--- src/rtl/lpm_pkg.sv ---
package lpm_pkg;

  localparam int MAX_ITEMS  = 64;
  localparam int VALUE_BITS = 8;
  localparam int GROUP_W    = 6;
  localparam int AMOUNT_W   = 14;
  localparam int IDX_W      = $clog2(MAX_ITEMS);
  localparam int CNT_W      = $clog2(MAX_ITEMS + 1);
  localparam int SUM_W      = VALUE_BITS + $clog2(MAX_ITEMS);
  localparam int DIFF_W     = CNT_W + 1;

  localparam logic KIND_SUM  = 1'b0;
  localparam logic KIND_SIZE = 1'b1;

  typedef struct packed {
    logic clear;
    logic step;
  } fit_ctrl_t;

endpackage

--- src/rtl/lpm_ifs.sv ---
interface lpm_in_if;
  logic                            valid;
  logic                            ready;
  logic [lpm_pkg::VALUE_BITS-1:0] value;
  logic                            last_item;

  modport source (output valid, output value, output last_item, input ready);
  modport sink (input valid, input value, input last_item, output ready);
endinterface

interface lpm_out_if;
  logic                          valid;
  logic                          ready;
  logic                          kind;
  logic [lpm_pkg::AMOUNT_W-1:0] amount;
  logic                          last_result;

  modport source (output valid, output kind, output amount, output last_result, input ready);
  modport sink (input valid, input kind, input amount, input last_result, output ready);
endinterface

interface lpm_cfg_if;
  logic                         valid;
  logic                         ready;
  logic [lpm_pkg::GROUP_W-1:0] data;

  modport source (output valid, output data, input ready);
  modport sink (input valid, input data, output ready);
endinterface

--- src/rtl/lpm_store.sv ---
module lpm_store (
  input  logic                            clk,
  input  logic                            we,
  input  logic [lpm_pkg::IDX_W-1:0]      waddr,
  input  logic [lpm_pkg::VALUE_BITS-1:0] wdata,
  input  logic [lpm_pkg::IDX_W-1:0]      raddr,
  output logic [lpm_pkg::VALUE_BITS-1:0] rdata
);

  logic [lpm_pkg::VALUE_BITS-1:0] mem [lpm_pkg::MAX_ITEMS];

  always_ff @(posedge clk) begin
    if (we) begin
      mem[waddr] <= wdata;
    end
    rdata <= mem[raddr];
  end

endmodule

--- src/rtl/lpm_fit_unit.sv ---
module lpm_fit_unit (
  input  logic                            clk,
  input  lpm_pkg::fit_ctrl_t              ctrl,
  input  logic [lpm_pkg::VALUE_BITS-1:0] value,
  input  logic [lpm_pkg::SUM_W-1:0]      limit,
  output logic                            fits
);

  logic [lpm_pkg::SUM_W-1:0] acc;
  logic [lpm_pkg::SUM_W:0]   total;

  assign total = {1'b0, acc} + (lpm_pkg::SUM_W + 1)'(value);
  assign fits  = total <= {1'b0, limit};

  always_ff @(posedge clk) begin
    if (ctrl.clear) begin
      acc <= '0;
    end else if (ctrl.step) begin
      acc <= fits ? total[lpm_pkg::SUM_W-1:0] : lpm_pkg::SUM_W'(value);
    end
  end

endmodule

--- src/rtl/linear_partition_min_max_sum.sv ---
// Linear partition of a loaded sequence into a fixed number of contiguous
// groups with the smallest possible largest group sum.
// The items channel takes one value per beat; the beat with last_item set
// closes the sequence and starts the run. The channel is ready throughout
// loading. The cfg channel writes group_count and is always ready; write it
// only while the block is idle.
// After the last beat the block binary searches the answer. Each probe is a
// greedy pass through the value store, one stored value per cycle through a
// shared add and compare unit. The results channel then carries the minimal
// maximum sum (kind 0) and one group size per beat (kind 1), the final beat
// flagged by last_result. The size pass walks one stored value per cycle and
// sends a size as each group closes; the trailing groups of one go out one
// per cycle. A stalled receiver holds the output register and pauses the
// size pass. Items are not accepted during the search and emission.
// Reset clears the item count, running sum and largest value and sets
// group_count to one; no clearing pass.
module linear_partition_min_max_sum (
  input  logic       clk,
  input  logic       rst,
  lpm_in_if.sink     items,
  lpm_cfg_if.sink    cfg,
  lpm_out_if.source  results
);

  typedef enum logic [8:0] {
    S_LOAD   = 9'b000000001,
    S_INIT   = 9'b000000010,
    S_MID    = 9'b000000100,
    S_PASS   = 9'b000001000,
    S_DECIDE = 9'b000010000,
    S_SUM    = 9'b000100000,
    S_EMIT   = 9'b001000000,
    S_ONES   = 9'b010000000,
    S_DONE   = 9'b100000000
  } state_t;

  state_t state, state_next;

  logic [lpm_pkg::CNT_W-1:0]      item_total, item_total_next;
  logic [lpm_pkg::SUM_W-1:0]      running_sum, running_sum_next;
  logic [lpm_pkg::VALUE_BITS-1:0] largest_value, largest_value_next;
  logic [lpm_pkg::GROUP_W-1:0]    group_count;
  logic [lpm_pkg::CNT_W-1:0]      groups, groups_next;
  logic [lpm_pkg::SUM_W-1:0]      lo, lo_next, hi, hi_next, mid, mid_next;
  logic [lpm_pkg::IDX_W-1:0]      idx, idx_next;
  logic [lpm_pkg::CNT_W-1:0]      gcount, gcount_next;
  logic [lpm_pkg::CNT_W-1:0]      count, count_next;
  logic [lpm_pkg::CNT_W-1:0]      emitted, emitted_next;

  logic                           out_valid;
  logic                           out_kind;
  logic [lpm_pkg::AMOUNT_W-1:0]   out_amount;
  logic                           out_last;

  logic                           emit;
  logic                           e_kind;
  logic [lpm_pkg::AMOUNT_W-1:0]   e_amount;
  logic                           e_last;

  logic                           load_beat;
  logic                           store_we;
  logic [lpm_pkg::VALUE_BITS-1:0] rdata;
  logic                           fits;
  lpm_pkg::fit_ctrl_t             fit_ctrl;
  logic [lpm_pkg::SUM_W-1:0]      limit;
  logic                           can_emit;
  logic                           at_end;
  logic [lpm_pkg::CNT_W-1:0]      left_items;
  logic [lpm_pkg::DIFF_W-1:0]     left_groups;
  logic [lpm_pkg::CNT_W-1:0]      clamped;
  logic [lpm_pkg::SUM_W:0]        lo_hi_sum;

  assign items.ready = (state == S_LOAD);
  assign cfg.ready   = 1'b1;
  assign load_beat   = items.valid && items.ready;
  assign store_we    = load_beat && (item_total < lpm_pkg::CNT_W'(lpm_pkg::MAX_ITEMS));
  assign can_emit    = !out_valid || results.ready;
  assign at_end      = (lpm_pkg::CNT_W'(idx) == item_total - 1'b1);
  assign left_items  = item_total - lpm_pkg::CNT_W'(idx);
  assign left_groups = {1'b0, groups} - {1'b0, emitted};
  assign limit       = (state == S_PASS) ? mid : lo;
  assign lo_hi_sum   = {1'b0, lo} + {1'b0, hi};
  assign clamped     = (group_count == '0) ? lpm_pkg::CNT_W'(1)
                                           : lpm_pkg::CNT_W'(group_count);

  lpm_store u_store (
    .clk   (clk),
    .we    (store_we),
    .waddr (item_total[lpm_pkg::IDX_W-1:0]),
    .wdata (items.value),
    .raddr (idx_next),
    .rdata (rdata)
  );

  lpm_fit_unit u_fit (
    .clk   (clk),
    .ctrl  (fit_ctrl),
    .value (rdata),
    .limit (limit),
    .fits  (fits)
  );

  always_comb begin
    state_next         = state;
    item_total_next    = item_total;
    running_sum_next   = running_sum;
    largest_value_next = largest_value;
    groups_next        = groups;
    lo_next            = lo;
    hi_next            = hi;
    mid_next           = mid;
    idx_next           = idx;
    gcount_next        = gcount;
    count_next         = count;
    emitted_next       = emitted;
    fit_ctrl           = '0;
    emit               = 1'b0;
    e_kind             = lpm_pkg::KIND_SIZE;
    e_amount           = '0;
    e_last             = 1'b0;

    case (state)
      S_LOAD: begin
        idx_next = '0;
        if (store_we) begin
          item_total_next  = item_total + 1'b1;
          running_sum_next = running_sum + lpm_pkg::SUM_W'(items.value);
          if (items.value > largest_value) begin
            largest_value_next = items.value;
          end
        end
        if (load_beat && items.last_item) begin
          state_next = S_INIT;
        end
      end
      S_INIT: begin
        groups_next = (clamped > item_total) ? item_total : clamped;
        lo_next     = lpm_pkg::SUM_W'(largest_value);
        hi_next     = running_sum;
        state_next  = S_MID;
      end
      S_MID: begin
        if (lo <= hi) begin
          mid_next       = lo_hi_sum[lpm_pkg::SUM_W:1];
          idx_next       = '0;
          gcount_next    = lpm_pkg::CNT_W'(1);
          fit_ctrl.clear = 1'b1;
          state_next     = S_PASS;
        end else begin
          state_next = S_SUM;
        end
      end
      S_PASS: begin
        fit_ctrl.step = 1'b1;
        if (!fits) begin
          gcount_next = gcount + 1'b1;
        end
        if (at_end) begin
          state_next = S_DECIDE;
        end else begin
          idx_next = idx + 1'b1;
        end
      end
      S_DECIDE: begin
        if (gcount <= groups) begin
          if (mid == '0) begin
            state_next = S_SUM;
          end else begin
            hi_next    = mid - 1'b1;
            state_next = S_MID;
          end
        end else begin
          lo_next    = mid + 1'b1;
          state_next = S_MID;
        end
      end
      S_SUM: begin
        if (can_emit) begin
          emit           = 1'b1;
          e_kind         = lpm_pkg::KIND_SUM;
          e_amount       = lpm_pkg::AMOUNT_W'(lo);
          fit_ctrl.clear = 1'b1;
          idx_next       = '0;
          count_next     = '0;
          emitted_next   = '0;
          state_next     = S_EMIT;
        end
      end
      S_EMIT: begin
        if (can_emit) begin
          fit_ctrl.step = 1'b1;
          if (fits) begin
            count_next = count + 1'b1;
            if ({1'b0, left_items} == left_groups) begin
              emit     = 1'b1;
              e_amount = lpm_pkg::AMOUNT_W'(count + 1'b1);
              e_last   = (left_items == lpm_pkg::CNT_W'(1));
              if (at_end) begin
                state_next = S_DONE;
              end else begin
                idx_next   = idx + 1'b1;
                state_next = S_ONES;
              end
            end else if (at_end) begin
              state_next = S_DONE;
            end else begin
              idx_next = idx + 1'b1;
            end
          end else begin
            emit         = 1'b1;
            e_amount     = lpm_pkg::AMOUNT_W'(count);
            emitted_next = emitted + 1'b1;
            count_next   = lpm_pkg::CNT_W'(1);
            if ({1'b0, left_items} == left_groups - 1'b1) begin
              state_next = S_ONES;
            end else if (at_end) begin
              state_next = S_DONE;
            end else begin
              idx_next = idx + 1'b1;
            end
          end
        end
      end
      S_ONES: begin
        if (can_emit) begin
          emit     = 1'b1;
          e_amount = lpm_pkg::AMOUNT_W'(1);
          e_last   = at_end;
          if (at_end) begin
            state_next = S_DONE;
          end else begin
            idx_next = idx + 1'b1;
          end
        end
      end
      S_DONE: begin
        item_total_next    = '0;
        running_sum_next   = '0;
        largest_value_next = '0;
        idx_next           = '0;
        state_next         = S_LOAD;
      end
      default: begin
        state_next = S_LOAD;
      end
    endcase
  end

  always_ff @(posedge clk) begin
    if (rst) begin
      state         <= S_LOAD;
      item_total    <= '0;
      running_sum   <= '0;
      largest_value <= '0;
      group_count   <= lpm_pkg::GROUP_W'(1);
      idx           <= '0;
      out_valid     <= 1'b0;
    end else begin
      state         <= state_next;
      item_total    <= item_total_next;
      running_sum   <= running_sum_next;
      largest_value <= largest_value_next;
      idx           <= idx_next;
      if (cfg.valid && cfg.ready) begin
        group_count <= cfg.data;
      end
      if (emit) begin
        out_valid <= 1'b1;
      end else if (results.ready) begin
        out_valid <= 1'b0;
      end
    end
  end

  always_ff @(posedge clk) begin
    groups  <= groups_next;
    lo      <= lo_next;
    hi      <= hi_next;
    mid     <= mid_next;
    gcount  <= gcount_next;
    count   <= count_next;
    emitted <= emitted_next;
    if (emit) begin
      out_kind   <= e_kind;
      out_amount <= e_amount;
      out_last   <= e_last;
    end
  end

  assign results.valid       = out_valid;
  assign results.kind        = out_kind;
  assign results.amount      = out_amount;
  assign results.last_result = out_last;

  a_done_clears: assert property (@(posedge clk) disable iff (rst)
    (state == S_DONE) |=> (item_total == '0) && (running_sum == '0))
    else $error("counters not cleared after a run");

  a_pass_groups: assert property (@(posedge clk) disable iff (rst)
    (state == S_PASS) |-> ({1'b0, gcount} <= ({1'b0, lpm_pkg::CNT_W'(idx)} + 1'b1)))
    else $error("greedy pass needs more groups than items seen");

  a_search_window: assert property (@(posedge clk) disable iff (rst)
    (state == S_MID) |-> ({1'b0, lo} <= ({1'b0, hi} + 1'b1)))
    else $error("binary search bounds crossed by more than one");

  a_no_load_busy: assert property (@(posedge clk) disable iff (rst)
    (state == S_PASS || state == S_EMIT || state == S_ONES) |-> !store_we)
    else $error("store written while the run is in progress");

endmodule
--- src/flat_wrapper.sv ---
// flat-port wrapper written by rule: the top's interface ports become plain ports
module linear_partition_min_max_sum_flat 
  (clk, rst, items_valid, items_value, items_last_item, items_ready, cfg_valid, cfg_data, cfg_ready, results_valid, results_kind, results_amount, results_last_result, results_ready);
  lpm_in_if items_i ();
  lpm_cfg_if cfg_i ();
  lpm_out_if results_i ();
  input  logic clk;
  input  logic rst;
  input wire logic [$bits(items_i.valid)-1:0] items_valid;
  input wire logic [$bits(items_i.value)-1:0] items_value;
  input wire logic [$bits(items_i.last_item)-1:0] items_last_item;
  output wire logic [$bits(items_i.ready)-1:0] items_ready;
  input wire logic [$bits(cfg_i.valid)-1:0] cfg_valid;
  input wire logic [$bits(cfg_i.data)-1:0] cfg_data;
  output wire logic [$bits(cfg_i.ready)-1:0] cfg_ready;
  output wire logic [$bits(results_i.valid)-1:0] results_valid;
  output wire logic [$bits(results_i.kind)-1:0] results_kind;
  output wire logic [$bits(results_i.amount)-1:0] results_amount;
  output wire logic [$bits(results_i.last_result)-1:0] results_last_result;
  input wire logic [$bits(results_i.ready)-1:0] results_ready;
  assign items_i.valid = items_valid;
  assign items_i.value = items_value;
  assign items_i.last_item = items_last_item;
  assign items_ready = items_i.ready;
  assign cfg_i.valid = cfg_valid;
  assign cfg_i.data = cfg_data;
  assign cfg_ready = cfg_i.ready;
  assign results_valid = results_i.valid;
  assign results_kind = results_i.kind;
  assign results_amount = results_i.amount;
  assign results_last_result = results_i.last_result;
  assign results_i.ready = results_ready;
  linear_partition_min_max_sum u_core (.clk(clk), .rst(rst), .items(items_i), .cfg(cfg_i), .results(results_i));
endmodule
--- config.mk ---
export PLATFORM = sky130hd
export DESIGN_NAME = linear_partition_min_max_sum_flat
export DESIGN_NICKNAME = d
export VERILOG_FILES = /design/src/rtl/lpm_pkg.sv /design/src/rtl/lpm_ifs.sv /design/src/rtl/lpm_store.sv /design/src/rtl/lpm_fit_unit.sv /design/src/rtl/linear_partition_min_max_sum.sv /design/src/flat_wrapper.sv
export SDC_FILE = /design/constraint.sdc
export NUM_CORES = 1
export LEC_CHECK = 0
export ABC_AREA = 1
export BUFFER_PORTS_ARGS = -buffer_cell sky130_fd_sc_hd__buf_2
export CAP_MARGIN = 20
export CORE_MARGIN = 2
export CORE_UTILIZATION = 64
export DETAILED_ROUTE_END_ITERATION = 8
export PLACE_DENSITY = 0.88
export SYNTH_ARGS = -nofsm -noshare
export SYNTH_HDL_FRONTEND = slang
export SYNTH_SLANG_ARGS = --single-unit
--- constraint.sdc ---
create_clock -name clk -period 5.4 [get_ports clk]
set_input_delay 0.54 -clock clk [delete_from_list [all_inputs] [get_ports clk]]
set_output_delay 0.54 -clock clk [all_outputs]
set_load 0.05 [all_outputs]
## Yosys cells after proc, flatten, opt, wreduce, memory -nomap -nowiden

Memories as Yosys holds them, arrays and structs flattened. A register that Yosys moved wholly into a read port is not among the register bits.
Cells that the tools add are included.

| word-level totals | value |
|---|---|
| bits in registers | 151 |
| memory bits (writable) | 512 |
| bits of input ports | 20 |
| word-level logic and storage cells | 161 |
| memories | 1 |

Memories:

| name | words | bits a word | read ports | clocked after Yosys merged registers in | wr ports | RTL line | text |
|---|---|---|---|---|---|---|---|
| u_core.u_store.mem | 64 | 8 | 1 | 1 | 1 | lpm_store.sv:10 | `logic [lpm_pkg::VALUE_BITS-1:0] mem [lpm_pkg::MAX_ITEMS];` |

| cells by class | value |
|---|---|
| add/subtract/negate cells | 15 |
| order comparisons | 6 |
| equality and inequality tests | 26 |
| mux-type cells | 72 |
| reduce and logical (&&, ||, !) cells | 23 |

Operators with widths:

| cell | count |
|---|---|
| 2-to-1 mux 14 bit | 10 |
| 2-to-1 mux 9 bit | 10 |
| case mux 14 bit (2 select lines) | 3 |
| case mux 9 bit (8 select lines) | 1 |
| 2-to-1 mux 6 bit | 11 |
| 2-to-1 mux 7 bit | 9 |
| case mux 7 bit (2 select lines) | 4 |
| case mux 14 bit (3 select lines) | 1 |
| case mux 6 bit (6 select lines) | 1 |
| adder 7 x 1 -> 7 bit (second input constant) | 4 |
| == test 7 x 8 -> 1 bit | 2 |
| 2-to-1 mux 8 bit | 2 |
| case mux 8 bit (2 select lines) | 1 |
| adder 14 x 14 -> 15 bit | 1 |
| adder 14 x 8 -> 15 bit | 1 |
| less-or-equal comparator 15 x 14 -> 1 bit | 1 |
| 2-to-1 mux 1 bit | 15 |
| adder 14 x 1 -> 14 bit (second input constant) | 1 |
| adder 14 x 8 -> 14 bit | 1 |
| less-or-equal comparator 14 bit | 1 |
| logical NOT 14 bit | 1 |
| != test 2 bit (second input constant) | 7 |
| subtractor 14 x 1 -> 14 bit (second input constant) | 1 |
| != test 2 x 1 -> 1 bit (second input constant) | 6 |
| 32 further kinds | 47 |

## Logic depth before layout (Yosys ltp)

| logic depth | value |
|---|---|
| depth in word-level cells | 7 |
| depth in mapped cells | 33 |

## Modules after synthesis

From an unflattened synthesis, not the netlist that was laid out.

| unflattened totals | value |
|---|---|
| cell total of the unflattened synthesis | 3336 |
| area, all modules | 32771.4 µm² |

Modules (own cells, without submodules):

| module | instances | cells an instance | area an instance (µm²) | sequential area each (µm²) |
|---|---|---|---|---|
| lpm_store | 1 | 1806 | 21345.5 | 15534.9 |
| linear_partition_min_max_sum | 1 | 1282 | 9819.4 | 3603.5 |
| lpm_fit_unit | 1 | 248 | 1606.5 | 280.3 |

## Worst setup path before layout

Ideal clock, no wire load.

| timing path | value |
|---|---|
| kind | reg2reg |
| from | register u_core.u_fit.acc[2] (netlist name) |
| to | register u_core.u_store.rdata[6] (netlist name), read port of u_core.u_store.mem |
| arrival | 4.026 ns |
| setup slack | 1.259 ns |
| cell stages (with the launch flop) | 32 |
| buffers on the path | 2 |
| path through | dfxtp_1 > ha_1 > nand3_1 > nand2_1 > nand2_1 > a21oi_1 > nor2_1 > o21ai_0 > a21oi_1 > or2_2 > nor3b_1 > xor2_1 > ha_1 > nand2_1 > inv_1 > nand4_1 > nor2_1 > nor2_1 > nor2_1 > nand3_4 > a21oi_2 > nand2_1 > nand2_1 > inv_2 > buf_4 > buf_2 > nand3_1 > nand3_1 > nand3_1 > nand3_1 > nand3_1 > nand2_1 |

| between the ends | value |
|---|---|
| cells in the longest elaborated chain, start to end | 5 |

RTL lines:

| what | RTL line | text |
|---|---|---|
| start: declaration | lpm_fit_unit.sv:9 | `logic [lpm_pkg::SUM_W-1:0] acc;` |
| start signal: assignment | lpm_fit_unit.sv:19 | `acc <= fits ? total[lpm_pkg::SUM_W-1:0] : lpm_pkg::SUM_W'(value);` |
| adder 14 x 8 -> 15 bit | lpm_fit_unit.sv:12 | `assign total = {1'b0, acc} + (lpm_pkg::SUM_W + 1)'(value);` |
| less-or-equal comparator 15 x 14 -> 1 bit | lpm_fit_unit.sv:13 | `assign fits = total <= {1'b0, limit};` |
| 2-to-1 mux 6 bit | linear_partition_min_max_sum.sv:192 | `if (fits) begin` |
| 2-to-1 mux 6 bit | linear_partition_min_max_sum.sv:190 | `if (can_emit) begin` |
| case mux 6 bit (6 select lines) | linear_partition_min_max_sum.sv:122 | `case (state)` |
| end: declaration | lpm_store.sv:7 | `output logic [lpm_pkg::VALUE_BITS-1:0] rdata` |

No other way between the ends.
A chain may end at the register's enable or synchronous reset.

## Worst setup path after layout

| timing path | value |
|---|---|
| from | register u_core.u_fit.acc[0] (netlist name) |
| to | register u_core.u_store.rdata[1] (netlist name), read port of u_core.u_store.mem |

Same word-level chain as after synthesis.

==> results.yml <==
run_status:
  outcome: "finished, final reports clean"
setup_path:
  reg2regPathDepth: 29
  arrival_ns: 5.53
  slowest_stage: "buf_4"
  crit_buf_inv: 4
  cpMostUsedCell: "nand3_1"
  critPathLaunchType: "register"
  critPathKind: "register to register"
  crit_fanout: 44
  worstPathRequired_ns: 5.90
  cp_top_family: "simple AND/OR/NAND/NOR gates"
  critPathMaxStageDelay_ns: 0.43
  cp_num_cells: 29
  critPathCaptureType: "register"
routing:
  via_per_inst: 6.141
  first_iter_violations: 4027
  drt.antenna.violating_nets: 0
  routed_wl_mm: 88.37
  dr_total_vias: 26410
  wire_per_inst_um: 20.55
  drt_first_pass_iters: 6
  drc: 0
clock_tree:
  cts_tree: "built"
  clkSinkCount: 671
  clockBufferDepth: 3
  cts_hold_buf: 0
  path_clk_slew_ns: 0.06
  clk_latency_ns: 0.64
  cts_buffers: 70
  htree_levels: 3
  clock-root-buffer: "clkbuf_16"
sta:
  rsz0062_at_grt: "no"
  final.setup.tns_ns: 0
  setup_viol: 0
  tightest_slew_ns: 1.079
  maxSlewViolCount: 0
  holdWs_ns: 0.1478
  max_slew_margin_pct: 27.83
  hold_viol_final: 0
  fmax_ghz: 0.1991
  fin_skew_ns: 0.02410
  min_period_over_period_pct: 93.00
  post-route-min-period_ns: 5.022
grt:
  first_global_vias: 25040
  met2_usage_pct: 50.85
  grt_max_degree: 122
  met1_usage_pct: 42.15
  grt_pass1_wl_mm: 135.8
  met3_usage_pct: 7.171
  track_usage_pct: 32.06
  gr-total-overflow: 0
  grt.busiest_layer: "met2"
  antenna_found_initial: 2
power:
  powerDensity_mw_per_mm2: 496.4
  peakVddDrop_v: 0.0005032
  leakage_nw: 15.27
synth:
  syn-instance-count: 3548
  synth.distinct_cells: 55
  async_flop_share_pct: 0
  syn_nets: 3674
  synth_area_mm2: 0.03399
  avgSynthCellArea_um2: 9.580
  yosysWarnings: 0
  synth_edf_count: 598
  ys_seq_elements: 671
  seq_area_frac_synth_pct: 57.13
  synthFlopType: "edfxtp_1"
finish:
  seqCellArea_mm2: 0.01942
  fillerInstances: 3516
  final_area_mm2: 0.03728
  areaGrowthSynthToFinish_pct: 9.673
  multiInputGateArea_mm2: 0.01175
  drive_gt1_share_pct: 7.281
  nets: 3685
placed_design:
  placed_area_mm2: 0.03476
  numPortBuffers: 37
  place.gp.congestion: 0.9435
  dp_hpwl_mm: 54.54
floorplan:
  row_count: 84
  initial_utilization_pct: 64.68
  die_area_mm2: 0.05497
  die_w_um: 234.5
  num_io_pins: 39
  core-area_mm2: 0.05255
  dieHeight_um: 234.5
worst_hold_path:
  min_path_type: "input port to register"
  hold_depth: 3
flow_run:
  cap_violations: 0
[power by group]
group          switching (mW)  total, mW  internal, mW
logic                    5.20       7.57          2.37
clock network            2.08       4.93          2.86
registers               0.150       6.00          5.85
total                    7.42       18.5          11.1
[routing by layer]
metal / vias to the layer above / wire (um) / share of wire [%]
li1: 12010 / - / -
met1: 12210 / 32630 / 37
met2: 1868 / 40430 / 46
met3: 322 / 10840 / 12
met4: 2 / 4448 / 5.0
met5: - / 13 / 0.015
[layout make-up]
cell class              instances  area share (%)
flip-flops and latches        671           52.09
multi-input cells            2176           31.52
inverters                     539           5.471
clock buffers                  84           4.981
repair buffers                101           2.373
well taps                     688           2.309
clock inverters                41           1.249
diodes                          1        0.006713
[tightest hold or removal path: cells and delay by family]
kind	cells	cell delay, ns
buffers and inverters	1	0.08
and+or+nand+nor	2	0.12
[cells in the final DEF, fill, tap and decap left out, types with 46 or more instances in the layout]
master     instances
nand3_1          624
edfxtp_1         598
nand2_1          588
inv_1            520
nor2_1           231
nand3b_1         193
ha_1             101
o21ai_0           96
a21oi_1           93
clkbuf_16         73
dfxtp_1           73
xor2_1            46
[final timing paths]
path / to / from / slack, ns
max: u_core.u_store.rdata[1] / u_core.u_fit.acc[0] / 0.38
min reg2reg: u_core.running_sum[13] / u_core.running_sum[13] / 0.46
min: u_core.group_count[1] / cfg_data[1] / 0.15
max reg2reg: u_core.u_store.rdata[1] / u_core.u_fit.acc[0] / 0.38
[logic make-up after synthesis]
logic type / Yosys count / synth area share, %
AOI/OAI and AO/OA: 257 / 4.251
DFF: 671 / 57.13
and+or+nand+nor: 1755 / 24.73
other: 2 / 0.02209
buffers and inverters: 702 / 8.437
xor gates and xnor gates: 55 / 1.417
adders and majority gates: 106 / 4.012
[flip-flops by register name, indices dropped and copies added (netlist names), 7 cells and up]
signal and flops:
u_core.state 9, u_core.u_store.mem 512, u_core.lo 14, u_core.item_total 7, u_core.mid 14, u_core.u_fit.acc 14
u_core.count 7, u_core.emitted 7, u_core.running_sum 14, u_core.groups 7, u_core.gcount 7, u_core.results.amount 14
u_core.hi 14, u_core.largest_value 8, u_core.u_store.rdata 8
[through the flow]
stage | power (mW) | cells | util (%) | setup WS [ns]
floorplan | 11.19 | 3548 | - | 1.259
global placement | 12.90 | 4162 | 66.14 | 0.2602
detailed placement | 13.09 | 4163 | 66.15 | 0.1594
CTS | 18.03 | 4288 | 70.57 | 0.1145
global route | 19.32 | 4300 | 70.94 | 0.004188
finish | 18.50 | 4301 | 70.94 | 0.3780
[what timing repair did]
| item | in CTS | in global routing |
|---|---|---|
| resized for setup | 0 | 19 |
| buffers inserted | 0 | 10 |
| endpoints found under the setup margin | 0 | 8 |
[Yosys cell counts, types with 10 or more instances]
master,instances,area share [%]
xor2_1,46,1.2
nand3_1,624,9.2
nor2_2,12,0.22
buf_4,17,0.38
nand2_2,10,0.18
edfxtp_1,598,53
clkbuf_1,37,0.41
nand3b_1,193,4.3
o21ai_0,98,1.4
a21oi_1,93,1.4
nor2_1,233,2.6
nor3_1,33,0.49
inv_2,11,0.12
a22oi_1,10,0.22
nand2_1,591,6.5
nand4_1,28,0.52
inv_1,520,5.7
dfxtp_1,73,4.3
buf_1,11,0.12
ha_1,101,3.7
buf_2,91,1.3
Power figures use the tool's default switching activity.
